### src/rtl/htt_pkg.sv
// Shared types and constants for the Huffman tree-table decoder.
`timescale 1ns / 1ps
`default_nettype none
package htt_pkg;

	localparam int MAX_NODES_DEF = 256;
	localparam int NODE_W        = 10;
	localparam int COUNT_W       = 9;
	localparam int INDEX_W       = 8;
	localparam int SYM_W         = 8;
	localparam int BYTE_W        = 8;
	localparam int BIT_W         = 3;

	localparam logic [NODE_W-1:0] END_LEAF = 10'h2FF;

	typedef enum logic [1:0] {
		CMD_START  = 2'd0,
		CMD_LOAD   = 2'd1,
		CMD_DECODE = 2'd2
	} cmd_t;

	typedef enum logic [2:0] {
		ST_IDLE,
		ST_STEP,
		ST_FLUSH,
		ST_ERR
	} state_t;

	typedef struct packed {
		logic start;
		logic load;
		logic begin_byte;
		logic step;
		logic flush;
		logic push_err;
	} ctrl_cmd_t;

	typedef struct packed {
		logic count_bad;
		logic leaf;
		logic pend_valid;
		logic out_free;
		logic last_bit;
	} dp_status_t;

endpackage
`default_nettype wire

### src/rtl/htt_ctrl.sv
// Controller state machine for the Huffman tree-table decoder.
`timescale 1ns / 1ps
`default_nettype none
module htt_ctrl (
	input  wire logic               clk,
	input  wire logic               arst_n,
	input  wire logic               in_valid,
	output logic                    in_stall,
	input  wire logic [1:0]         command,
	input  wire htt_pkg::dp_status_t st,
	output htt_pkg::ctrl_cmd_t      cmd
);
	import htt_pkg::*;

	state_t state_q;
	state_t state_d;
	logic   advance;

	assign advance  = !(st.leaf && st.pend_valid && !st.out_free);
	assign in_stall = (state_q != ST_IDLE);

	always_ff @(posedge clk or negedge arst_n) begin
		if (!arst_n) begin
			state_q <= ST_IDLE;
		end else begin
			state_q <= state_d;
		end
	end

	always_comb begin
		state_d = state_q;
		case (state_q)
			ST_IDLE: begin
				if (in_valid) begin
					case (command)
						CMD_START: begin
							if (st.count_bad) begin
								state_d = ST_ERR;
							end
						end
						CMD_DECODE: begin
							state_d = ST_STEP;
						end
						default: begin
							state_d = ST_IDLE;
						end
					endcase
				end
			end
			ST_STEP: begin
				if (advance && st.last_bit) begin
					state_d = ST_FLUSH;
				end
			end
			ST_FLUSH: begin
				if (!st.pend_valid || st.out_free) begin
					state_d = ST_IDLE;
				end
			end
			ST_ERR: begin
				if (st.out_free) begin
					state_d = ST_IDLE;
				end
			end
			default: begin
				state_d = ST_IDLE;
			end
		endcase
	end

	always_comb begin
		cmd = '0;
		case (state_q)
			ST_IDLE: begin
				if (in_valid) begin
					case (command)
						CMD_START:  cmd.start      = !st.count_bad;
						CMD_LOAD:   cmd.load       = 1'b1;
						CMD_DECODE: cmd.begin_byte = 1'b1;
						default:    cmd            = '0;
					endcase
				end
			end
			ST_STEP:  cmd.step     = advance;
			ST_FLUSH: cmd.flush    = !st.pend_valid || st.out_free;
			ST_ERR:   cmd.push_err = st.out_free;
			default:  cmd          = '0;
		endcase
	end

	a_stall_busy: assert property (@(posedge clk) disable iff (!arst_n)
		(cmd.step || cmd.flush || cmd.push_err) |-> in_stall)
		else $error("work command issued while input open");
	a_one_cmd: assert property (@(posedge clk) disable iff (!arst_n)
		$onehot0(cmd))
		else $error("more than one datapath command");
	a_err_done: assert property (@(posedge clk) disable iff (!arst_n)
		cmd.push_err |=> !in_stall)
		else $error("error beat did not return to idle");

endmodule
`default_nettype wire

### config.mk
export PLATFORM = sky130hd
export DESIGN_NAME = htt_ctrl
export DESIGN_NICKNAME = d
export VERILOG_FILES = /design/src/rtl/htt_pkg.sv /design/src/rtl/htt_ctrl.sv
export SDC_FILE = /design/constraint.sdc
export NUM_CORES = 1
export LEC_CHECK = 0
export BUFFER_PORTS_ARGS = -buffer_cell sky130_fd_sc_hd__buf_2
export CAP_MARGIN = 20
export CORE_AREA = 8 8 45 47
export DETAILED_ROUTE_END_ITERATION = 12
export DIE_AREA = 0 0 53 55
export REMOVE_ABC_BUFFERS = 1
export SYNTH_ARGS = -nofsm -noshare
export SYNTH_HDL_FRONTEND = slang
export SYNTH_SLANG_ARGS = --single-unit
### constraint.sdc
create_clock -name clk -period 3.35 [get_ports clk]
set_clock_uncertainty 0.05 [all_clocks]
set_input_delay 0.1675 -clock clk [delete_from_list [all_inputs] [get_ports clk]]
set_output_delay 0.1675 -clock clk [all_outputs]
set_load 0.01 [all_outputs]
# Word level (Yosys, flattened, before mapping)
# Cells that the tools add are included.
# word_totals
register_bits	3
elab_cells	38
# classes
n_eq_ne	10
muxes	15
n_reduce_logical	12
# op_table
op	count
$mux W3	6
$pmux W3 S4	1
$ne A2 B2 Y1 const B	4
$eq A3 B2 Y1 const B	2
$mux W6	1
$pmux W1 S2	3
$pmux W3 S2	1
$reduce_and A5 Y1	1
$logic_not A1 Y1	4
$eq A3 B1 Y1 const B	1
$logic_and A1 B1 Y1	3
$logic_not A3 Y1	1
$mux W1	3
$ne A3 B3 Y1 const B	1
$reduce_bool A3 Y1	1
$eq A2 B1 Y1 const B	1
$eq A2 B2 Y1 const B	1
$logic_not A2 Y1	1
$logic_or A1 B1 Y1	1

# Longest topological paths before layout
# Gate-level depths: netlist of run 1.
# depth
word_depth	6
ltp_mapped	3
depth_no_buf	3

# Worst setup path after synthesis of run 1
# Ideal clock, no wire load.
# synth_timing
kind	register to output
from	register state_q[0]
to	output port cmd[5] (netlist bit)
arrival_time_ns	1.184
t_required_ns	3.132
setup_slack_ns	1.948
path_stages_with_launch	3
path_cell_list	dfrtp_1 -> or3b_4 -> nor4_1
# synth_rtl
element	line	source
start, declared	htt_ctrl.sv:15	state_t state_q;
start signal, assigned	htt_ctrl.sv:26	state_q <= state_d;
end, declared	htt_ctrl.sv:11	output htt_pkg::ctrl_cmd_t cmd

==> results of run 1 <==
worst paths after layout:
kind,end
max,cmd[4]
min,state_q[1]
max reg2reg,state_q[0]
min reg2reg,state_q[0]
max in group asynchronous,state_q[0]
min in group asynchronous,state_q[1]
stage by stage:
step | hold WS, ns | cells | power, mW | worst slack [ns]
floorplan | -0.1781 | 22 | 0.1097 | 1.948
detailed placement | -0.09713 | 54 | 0.1499 | 1.924
global placement | -0.09686 | 54 | 0.1480 | 1.950
finish | 0.1430 | 58 | 0.2003 | 1.695
global route | 0.1475 | 58 | 0.2212 | 1.610
CTS | 0.1413 | 58 | 0.2069 | 1.678
critical path, stage by stage, from the launching register on:
cell     delay [ns]
dfrtp_1        0.42
or3b_4         0.44
nor3b_1        0.20
buf_2          0.16
power groups by stage:
stage / clock (mW) / sequential, mW / combinational [mW]
CTS: 0.0559 / 0.0510 / 0.100
floorplan: 0 / 0.0473 / 0.0624
global placement: 0 / 0.0506 / 0.0974
global route: 0.0573 / 0.0546 / 0.109
detailed placement: 0 / 0.0514 / 0.0985
finish: 0.0523 / 0.0510 / 0.0970
placed cells by master (no fill, tap or decap), types with 2 or more instances in the layout:
| master | n |
|---|---|
| buf_2 | 16 |
| nor3b_1 | 3 |
| clkbuf_4 | 3 |
| nand3b_1 | 2 |
| nand2_1 | 2 |
| dfrtp_1 | 2 |
cell usage after synthesis:
cell type | instances | share of area
nor2b_1 | 1 | 0.032
or2_1 | 1 | 0.032
nor3b_1 | 3 | 0.12
nor4b_1 | 1 | 0.045
a21oi_1 | 1 | 0.026
or3b_4 | 1 | 0.058
a31o_1 | 1 | 0.045
dfrtp_1 | 2 | 0.26
nor2_1 | 1 | 0.019
a21o_1 | 1 | 0.039
nor3_2 | 1 | 0.052
nand3b_1 | 2 | 0.078
and3_1 | 1 | 0.032
o2bb2ai_1 | 1 | 0.045
nor4_1 | 1 | 0.032
and3b_1 | 1 | 0.045
nand2_1 | 2 | 0.039
cell families after synthesis:
family | count (synthesis) | synth area share
AO/OA/AOI/OAI | 4 | 0.1559
flip-flops | 2 | 0.2598
AND/OR/NAND/NOR | 16 | 0.5845
cell type report:
type | count | area [µm²] | share of cell area
Multi-Input combinational cell | 20 | 142.6 | 0.4385
Timing Repair Buffer | 17 | 90.09 | 0.2769
Sequential cell | 2 | 50.05 | 0.1538
Clock buffer | 3 | 22.52 | 0.06923
Tap cell | 16 | 20.02 | 0.06154
per-layer routing:
layer / global-route usage / part of all wire / up-vias
met5: 0 / 0 / -
met4: 0.03879 / 0 / 0
met3: 0.04545 / 0.13 / 0
met2: 0.07031 / 0.43 / 10
met1: 0.05455 / 0.44 / 107
li1: - / - / 128
timing repair:
item	4_1_cts	5_1_grt
setup buffers	0	0
hold buffers	1	0
endpoints found under the hold margin	2	0
==> results by group, run 1 <==
Floorplan
  – Die height: ~55 µm
  – Core footprint: approximately 1400 µm²
  – Starting Density: 0.1392
  – Die Width: approximately 53 µm
  – Num rows: 14
  – IO Count: 17
  – Die area: just under 3000 µm²

GRT
  – Initial antenna violation count: 0
  – Vias in the first global route: about 250
  – Grt ovf: 0
  – First-pass GRT wire length: 1097 µm
  – Pin count of the biggest net entering global routing: 10
  – Tot GR Track Use: 0.05349

Cells and area
  – Area Overhead vs Synth: 68.83%
  – NumNets Final: between 50 and 60
  – Final Instance Area: 325.3 µm²
  – Largest Register: state_q
  – # fillers: 157
  – Max reg flops: 2
  – Largest registers: state_q: 2 flops
  – Fin util: 0.2351
  – Layout cells sized above 1: 0.5000
  – ANT cells: 0

STA
  – Final setup TNS: 0 ns
  – Final hold viol count: 0
  – FMAX: 604.2 MHz
  – Least-Margin Pin Slew: ~0.32 ns
  – Setup Viol. Count Final: 0
  – RSZ-0062 raised after global routing: false
  – Worst slew margin: 0.7828
  – Final Critical Period: about 1.7 ns
  – Fin crit share: 0.4941
  – Max-slew violations: 0

CTS
  – Worst-Skew Late Latency: 0.22 ns
  – CTS tree: done
  – H-Tree Depth: 1
  – Max clock buf depth: 2
  – Post_cts resized: 0
  – CTS buffer count: 3
  – Root buf cell: clkbuf_4
  – # clock sinks: 2
  – CTS clk-pin slew, worst paths: 0.03 ns

Logic synthesis
  – Post-Syn Area: 192.7 µm²
  – Post-synth cell types: 17
  – Avg Inst Size Synth: roughly 8.8 µm²
  – Sequential element share of the synthesized area: 0.2597
  – Yosys Warn Count: 0
  – Synth Instances: 22
  – Synth Register Bits: 2

Detailed routing
  – Mean routed wirelength per cell: 11.71 µm
  – Via density: 4.224
  – Initial DRC Count: 3
  – Remaining antenna violation count: 0
  – 1st-pass router iterations: 4
  – Final wirelength: 679 µm
  – Vias: approximately 250
  – DRC: 0

Setup path
  – CP required: 3.13 ns
  – WP data arrival: 1.44 ns
  – R2r worst-path depth: 3
  – Reg2reg setup slack: around 2.1 ns
  – Critical path class: flip-flop to primary output
  – Critical path launch point type: flip-flop
  – Worst r2r src: state_q[0]
  – CP startpoint: state_q[0]
  – Crit Path Max Fanout: 7
  – Crit end category: primary output

Place
  – Placed cell area: 292.8 µm²
  – IO buf count: 16
  – Final GP Congestion: 0.7313

Power
  – Int Power: 0.1248 mW
  – Max VDD drop: 188.2 µV
  – Net Sw Frac: 0.3769
  – PD cells: approximately 620 nW/µm²
  – Leak pwr: 0.1690 nW
  – Seq pwr share: 0.255
  – Net Sw Power: 0.07548 mW
  – Clock Power Share: 0.261
  – Gate power share: 0.484

Worst hold path
  – Hold Path Origin: st[4]
  – Hold depth: 2
  – Hold Crit Class: input port to flip-flop

Run
  – Max cap viols: 0

Outcome
  – Status: finished, final reports clean
Power figures use the tool's default switching activity.
==> run 2: changes to the inputs <==
==> constraint.sdc (replaced) <==
create_clock -name clk -period 1.4 [get_ports clk]
set_clock_uncertainty 0.05 [all_clocks]
set_input_delay 0.07 -clock clk [delete_from_list [all_inputs] [get_ports clk]]
set_output_delay 0.07 -clock clk [all_outputs]
set_load 0.01 [all_outputs]
==> run 2 against run 1 <==
  * The run now ends with setup timing left
  * Largest power group unchanged
  * Via count rose by 6.1%
  * Worst hold slack got worse by 0.088 ns
  * Final cell count grew 6.9%
  * Sequential cell count is the same
  * Highest routed layer is now met4
  * Setup slack got worse by 1.8 ns
  * Register-to-register slack lost 2.0 ns
  * Power increased to 2.9 times the previous value
  * Clock power rose by 150%
  * Utilization is 4.2 points higher
  * Global-route usage is 0.22 points higher
  * Clock-buffer cell count unchanged
==> results by group, run 2 (synthesized netlist as in run 1, its figures left out) <==
Worst hold path
  – Hold Path Sink: state_q[1]
  – Hold depth: 2
  – Hold Crit Class: input port to flip-flop
  – Hold Path Origin: st[4]

Setup path
  – Worst r2r src: state_q[1]
  – Delay-heaviest family, CP: simple AND/OR/NAND/NOR gates
  – Crit Path Max Fanout: 4
  – CP max stage cell: or3b_4
  – Max incr delay on CP: 0.43 ns
  – Crit path cell chain: or3b_4, nor3b_2, buf_2
  – Reg2reg setup slack: 0.09 ns
  – Crit end category: primary output
  – Critical path class: flip-flop to primary output
  – WP buf/inv: 1
  – Critical path launch point type: flip-flop
  – CP required: 1.28 ns
  – WP data arrival: 1.36 ns
  – R2r worst-path depth: 4
  – Reg-to-Reg End: state_q[1]

STA
  – Fin crit share: 1.054
  – FMAX: 677.8 MHz
  – Final Critical Period: approximately 1.5 ns
  – Max-slew violations: 0
  – Setup Viol. Count Final: 3
  – RSZ-0062 raised after global routing: true
  – Worst slew margin: 0.8479
  – Least-Margin Pin Slew: 0.2276 ns
  – Final hold viol count: 0
  – Post-route setup slack: -0.07543 ns

Floorplan
  – Num rows: 14
  – Die height: 55 µm
  – Core footprint: 1384 µm²
  – Starting Density: 0.1392
  – Die area: 2915 µm²
  – Die Width: between 50 and 60 µm
  – IO Count: 17

Cells and area
  – Most frequent cells in the layout: 16 x buf_2, 4 x buf_4, 3 x nor3b_2, 3 x clkbuf_4
  – ANT cells: 0
  – Layout cells sized above 1: 0.6522
  – Fin cells: 62
  – # fillers: 160
  – Final Instance Area: 382.9 µm²
  – Max reg flops: 2
  – Most common cell after layout, fill and taps aside: buf_2
  – Largest registers: state_q: 2 flops
  – Area Overhead vs Synth: 98.70%
  – NumNets Final: 58
  – Fin util: 0.2767
  – Largest Register: state_q

Outcome
  – Failing checks: setup timing
  – Status: finished with violations

Place
  – Final GP Congestion: 0.7048
  – IO buf count: 16
  – Dpl ws: between 0.1 and 0.15 ns
  – Placed cell area: 307.8 µm²
  – Post-Place Cells: 56

CTS
  – Root buf cell: clkbuf_4
  – Max clock buf depth: 2
  – H-Tree Depth: 1
  – CTS tree: done
  – CTS buffer count: 3
  – CTS clk-pin slew, worst paths: around 0.030 ns
  – # clock sinks: 2
  – Worst-Skew Late Latency: 0.23 ns

GRT
  – Initial antenna violation count: 0
  – First-pass GRT wire length: between 1000 and 1500 µm
  – Vias in the first global route: 265
  – Tot GR Track Use: 0.05574
  – Grt ovf: 0
  – Pin count of the biggest net entering global routing: 8

Detailed routing
  – Mean routed wirelength per cell: 11.79 µm
  – DRC: 0
  – Vias: 260
  – Remaining antenna violation count: 0
  – Final wirelength: 731 µm
  – Initial DRC Count: 2
  – Via density: 4.194
  – 1st-pass router iterations: 2

Power
  – Max VDD drop: 602.5 µV
  – Gate power share: 0.603
  – PD cells: ~1500 nW/µm²
  – Leak pwr: 0.1969 nW
  – Seq pwr share: 0.172
  – Net Sw Power: between 0.2 and 0.25 mW
  – Int Power: 0.3625 mW
  – Net Sw Frac: 0.3699
  – Total power: 0.5752 mW
  – Clock Power Share: 0.225

Run
  – Max cap viols: 0
-- run 2: power by group through the flow --
| stage | sequential (mW) | clock [mW] | combinational (mW) |
|---|---|---|---|
| floorplan | 0.113 | 0 | 0.149 |
| finish | 0.0990 | 0.129 | 0.347 |
| global placement | 0.0982 | 0 | 0.292 |
| detailed placement | 0.0987 | 0 | 0.296 |
| global route | 0.0995 | 0.148 | 0.386 |
| CTS | 0.0958 | 0.139 | 0.334 |
-- run 2: through the flow --
step	hold WS [ns]	setup TNS, ns
6_report	0.05536	-0.2021
5_1_grt	0.05427	-0.3616
4_1_cts	0.04174	-0.2137
3_5_place_dp	-0.1947	0
3_3_place_gp	-0.1925	0
2_1_floorplan	-0.2756	0
-- run 2: worst max path at each step --
stage | from | endpoint | cells past startpoint
final | state_q[1] | cmd[4] | 3
after global routing | state_q[1] | cmd[5] | 3
after CTS | state_q[0] | cmd[5] | 3
after detailed placement | state_q[0] | cmd[4] | 3
after global placement | state_q[0] | cmd[4] | 3
after floorplan | state_q[0] | cmd[5] | 2
-- run 2: final cells by class --
class / instances / area [µm²] / share of cell area
Multi-Input combinational cell: 20 / 170.2 / 0.4444
Timing Repair Buffer: 21 / 120.1 / 0.3137
Sequential cell: 2 / 50.05 / 0.1307
Clock buffer: 3 / 22.52 / 0.05882
Tap cell: 16 / 20.02 / 0.05229
-- run 2: worst register-to-register path, delay by kind of cell, from the launching register on --
family	cells	cell delay (ns)
simple gates	2	0.52
flops	1	0.38
buf+inv	1	0.15
compound gates	1	0.12
-- run 2: layer usage --
metal / part of all wire / GRT usage / wire length, µm / vias to the layer above
li1: - / - / - / 134
met1: 0.40 / 0.05927 / 289 / 110
met2: 0.47 / 0.08008 / 341 / 13
met3: 0.11 / 0.02674 / 78 / 3
met4: 0.029 / 0.05172 / 21 / 0
met5: 0 / 0 / 0 / -
-- run 2: what timing repair did --
item                       4_1_cts  5_1_grt
hold endpoints to repair         2        0
pin swaps                        0        2
setup buffers                    2        0
setup endpoints to repair        3        5
gates cloned                     0        0
hold buffers                     1        0
gates resized for setup          1        4
